`src/sv/lae_ram.sv`:
```
// Generic single-write, single-read RAM with registered read data.
module lae_ram #(
   parameter int WIDTH = 8,
   parameter int DEPTH = 16
) (
   input  logic                     clock,
   input  logic                     wr_en,
   input  logic [$clog2(DEPTH)-1:0] wr_addr,
   input  logic [WIDTH-1:0]         wr_data,
   input  logic                     rd_en,
   input  logic [$clog2(DEPTH)-1:0] rd_addr,
   output logic [WIDTH-1:0]         rd_data
);

   logic [WIDTH-1:0] mem [DEPTH];
   logic [WIDTH-1:0] rd_data_ff;

   always_ff @(posedge clock) begin
      if (wr_en) begin
         mem[wr_addr] <= wr_data;
      end
      if (rd_en) begin
         rd_data_ff <= mem[rd_addr];
      end
   end

   assign rd_data = rd_data_ff;

endmodule

```
`config.mk`:
```
export PLATFORM = sky130hd
export DESIGN_NAME = lae_ram
export DESIGN_NICKNAME = d
export VERILOG_FILES = /design/src/sv/lae_ram.sv
export SDC_FILE = /design/constraint.sdc
export NUM_CORES = 1
export LEC_CHECK = 0
export BUFFER_PORTS_ARGS = -buffer_cell sky130_fd_sc_hd__buf_2
export CAP_MARGIN = 20
export CORE_MARGIN = 5
export CORE_UTILIZATION = 60
export CTS_CLUSTER_SIZE = 28
export DETAILED_ROUTE_END_ITERATION = 16
export PLACE_DENSITY = 0.77
export SYNTH_ARGS = -nofsm -noshare
export SYNTH_HDL_FRONTEND = slang
export SYNTH_SLANG_ARGS = --single-unit
```
`constraint.sdc`:
```
create_clock -name clock -period 2.3 [get_ports clock]
set_input_delay 0.115 -clock clock [delete_from_list [all_inputs] [get_ports clock]]
set_output_delay 0.115 -clock clock [all_outputs]
set_load 0.05 [all_outputs]
```
==> results.cfg <==
[min_path]
min_path_type = primary input to register

[sta]
setup_viol = 0
rsz0062_at_grt = false
maxSlewViolCount = 0
finalSetupTns_ns = 0
skew_ns = 0.0103
fin_crit_sh = 0.686
hold_violations = 0
relSlewSlack = 0.456
post-route-min-period_ns = 1.58
tightest_slew_ns = 0.814
max_freq_mhz = 634
holdWs_ns = 0.163

[synthesis]
synth_area_leader_cell = edfxtp_1
yosysMostFrequentCell = edfxtp_1
syn-instance-count = 229
ys_warn_count = 0
avgSynthCellArea_um2 = 22.8
synth_top_cells_by_area = edfxtp_1, mux4_2, mux4_1
synth_top_area_share = 0.781
synthFlopType = edfxtp_1
syn_area_mm2 = 0.00523
synth_edf_count = 136
async_reset_ff_frac = 0
synthTopCellsByCount = edfxtp_1, mux4_2, a22oi_1, mux4_1, nor2_1
ys_seq_elements = 136
ys_types = 18
ys_seq_area_frac = 0.781
synth_nets = 248

[pwr]
p_comb_frac = 0.051
switchingPower_mw = 1.19
p_sw_frac = 0.199
irDropWorstVdd_mv = 0.557
p_int_mw = 4.77
seqPwrFrac = 0.472
powerDensity_mw_per_mm2 = 950
leakagePower_nw = 2.14
clkPwrFrac = 0.477

[outcome]
status = finished clean

[final_layout]
syn_to_final_growth_pct = 19.9
diodes = 0
regArea_mm2 = 0.00408
fin_nets = 310
multiInputGateArea_mm2 = 0.00106
fillers = 490
drive_gt1_frac = 0.300

[clocking]
path_clk_slew_ns = 0.06
cts_buffer_depth = 2
h-tree-depth = 4
cts_tree = yes
cts_setup_buffers = 0
clock_latency_ns = 0.52
numCtsBuffers = 17
cts_resized = 0
cts_root_buf = clkbuf_8
cts.sinks = 136

[route]
drt_wl_total_um = 10600
ant_nets = 0
viasPerCell = 6.17
drt-initial-drc-count = 191
vias = 2536
drc = 0
dr.pass1.iters = 4
wl_per_cell_um = 25.7

[place]
dp_hpwl_um = 5830
port_buffers = 26
gp_congestion = 0.726

[floorplan]
initial_core_util = 0.608
fp.dieW_um = 103
chipHeight_um = 103
ios = 27
dieArea_mm2 = 0.0107
core_area_mm2 = 0.00859
rows = 34

[job]
maxCapViolations = 0

[worst_setup_path]
worstPathRequired_ns = 2.55
end_kind = register
critPathArrivalTime_ns = 1.82
crit_type = register to register
start_kind = register
critPathMaxFanout = 1

[grt]
gr-total-overflow = 0
grt_max_degree = 33
grtUsageTotal = 0.226
grt_pass1_vias = 2717
grt_pass1_wl_um = 16100
antenna_found_initial = 0
power groups by stage:
stage / Clock [mW] / Sequential (mW) / Combinational (mW)
after floorplan: 0 / 2.90 / 0.141
after global placement: 0 / 2.86 / 0.284
after detailed placement: 0 / 2.86 / 0.290
after CTS: 2.87 / 2.81 / 0.307
after global routing: 3.02 / 2.81 / 0.327
final: 2.84 / 2.81 / 0.304
state kept, by name, indices dropped and copies added, names as in the netlist:
| signal | flops |
|---|---|
| rd_data | 8 |
| mem | 128 |
cell families after synthesis:
family / count (synthesis) / synth area share
DFF: 136 / 0.781
and+or+nand+nor: 35 / 0.0314
muxes: 32 / 0.148
AOI/OAI and AO/OA: 16 / 0.0230
buffers and inverters: 10 / 0.0165
final timing paths:
check	from	end	slack [ns]	depth (start not counted)
max	mem[10][3]$_DFFE_PP_	rd_data[3]$_DFFE_PP_	0.72	3
min	wr_addr[1]	mem[12][2]$_DFFE_PP_	0.16	3
max reg2reg	mem[10][3]$_DFFE_PP_	rd_data[3]$_DFFE_PP_	0.72	3
min reg2reg	mem[5][3]$_DFFE_PP_	rd_data[3]$_DFFE_PP_	0.77	3
per-layer routing:
layer  GRT usage  vias up  share of wire
met3      0.0684       16          0.076
met5           0        -              0
met1       0.296     1304           0.39
met4      0.0966        0          0.024
li1            -     1106              -
met2       0.356      110           0.51
metrics by stage:
step,area (um2),total power [mW],util,setup WS (ns),cells
6_report,6270,5.95,0.729,0.722,411
5_1_grt,6270,6.15,0.729,0.670,411
4_1_cts,6270,5.99,0.729,0.700,411
3_5_place_dp,5550,3.15,0.646,0.493,371
3_3_place_gp,5550,3.14,0.646,0.553,371
2_1_floorplan,5230,3.04,-,0.692,229
area by class of cell:
type,instances,area share
clock inverters,13,0.0325
well taps,108,0.0216
clock buffers,18,0.0667
repair buffers,53,0.0587
multi-input cells,83,0.169
flip-flops and latches,136,0.652
worst max-delay path, cell delays in order, from the launching register on:
cell	delay, ns
edfxtp_1	0.37
mux4_1	0.51
a22oi_1	0.32
nand2_1	0.11
layout by cell type (no fill, tap or decap), drive strengths merged:
master / n
bufinv: 5
edfxtp: 136
nand3b: 2
nand3: 1
nor2b: 1
clkbuf: 18
buf: 44
or3b: 1
nand2b: 2
nor2: 13
and2: 1
clkinv: 6
mux4: 32
a22oi: 16
dlygate4sd3: 9
nor3: 4
clkinvlp: 2
nand2: 9
and2b: 1
what timing repair did:
item,CTS,global route
hold buffers,9,0
endpoints found under the setup margin,0,0
hold endpoints to repair,136,0
Power figures use the tool's default switching activity.
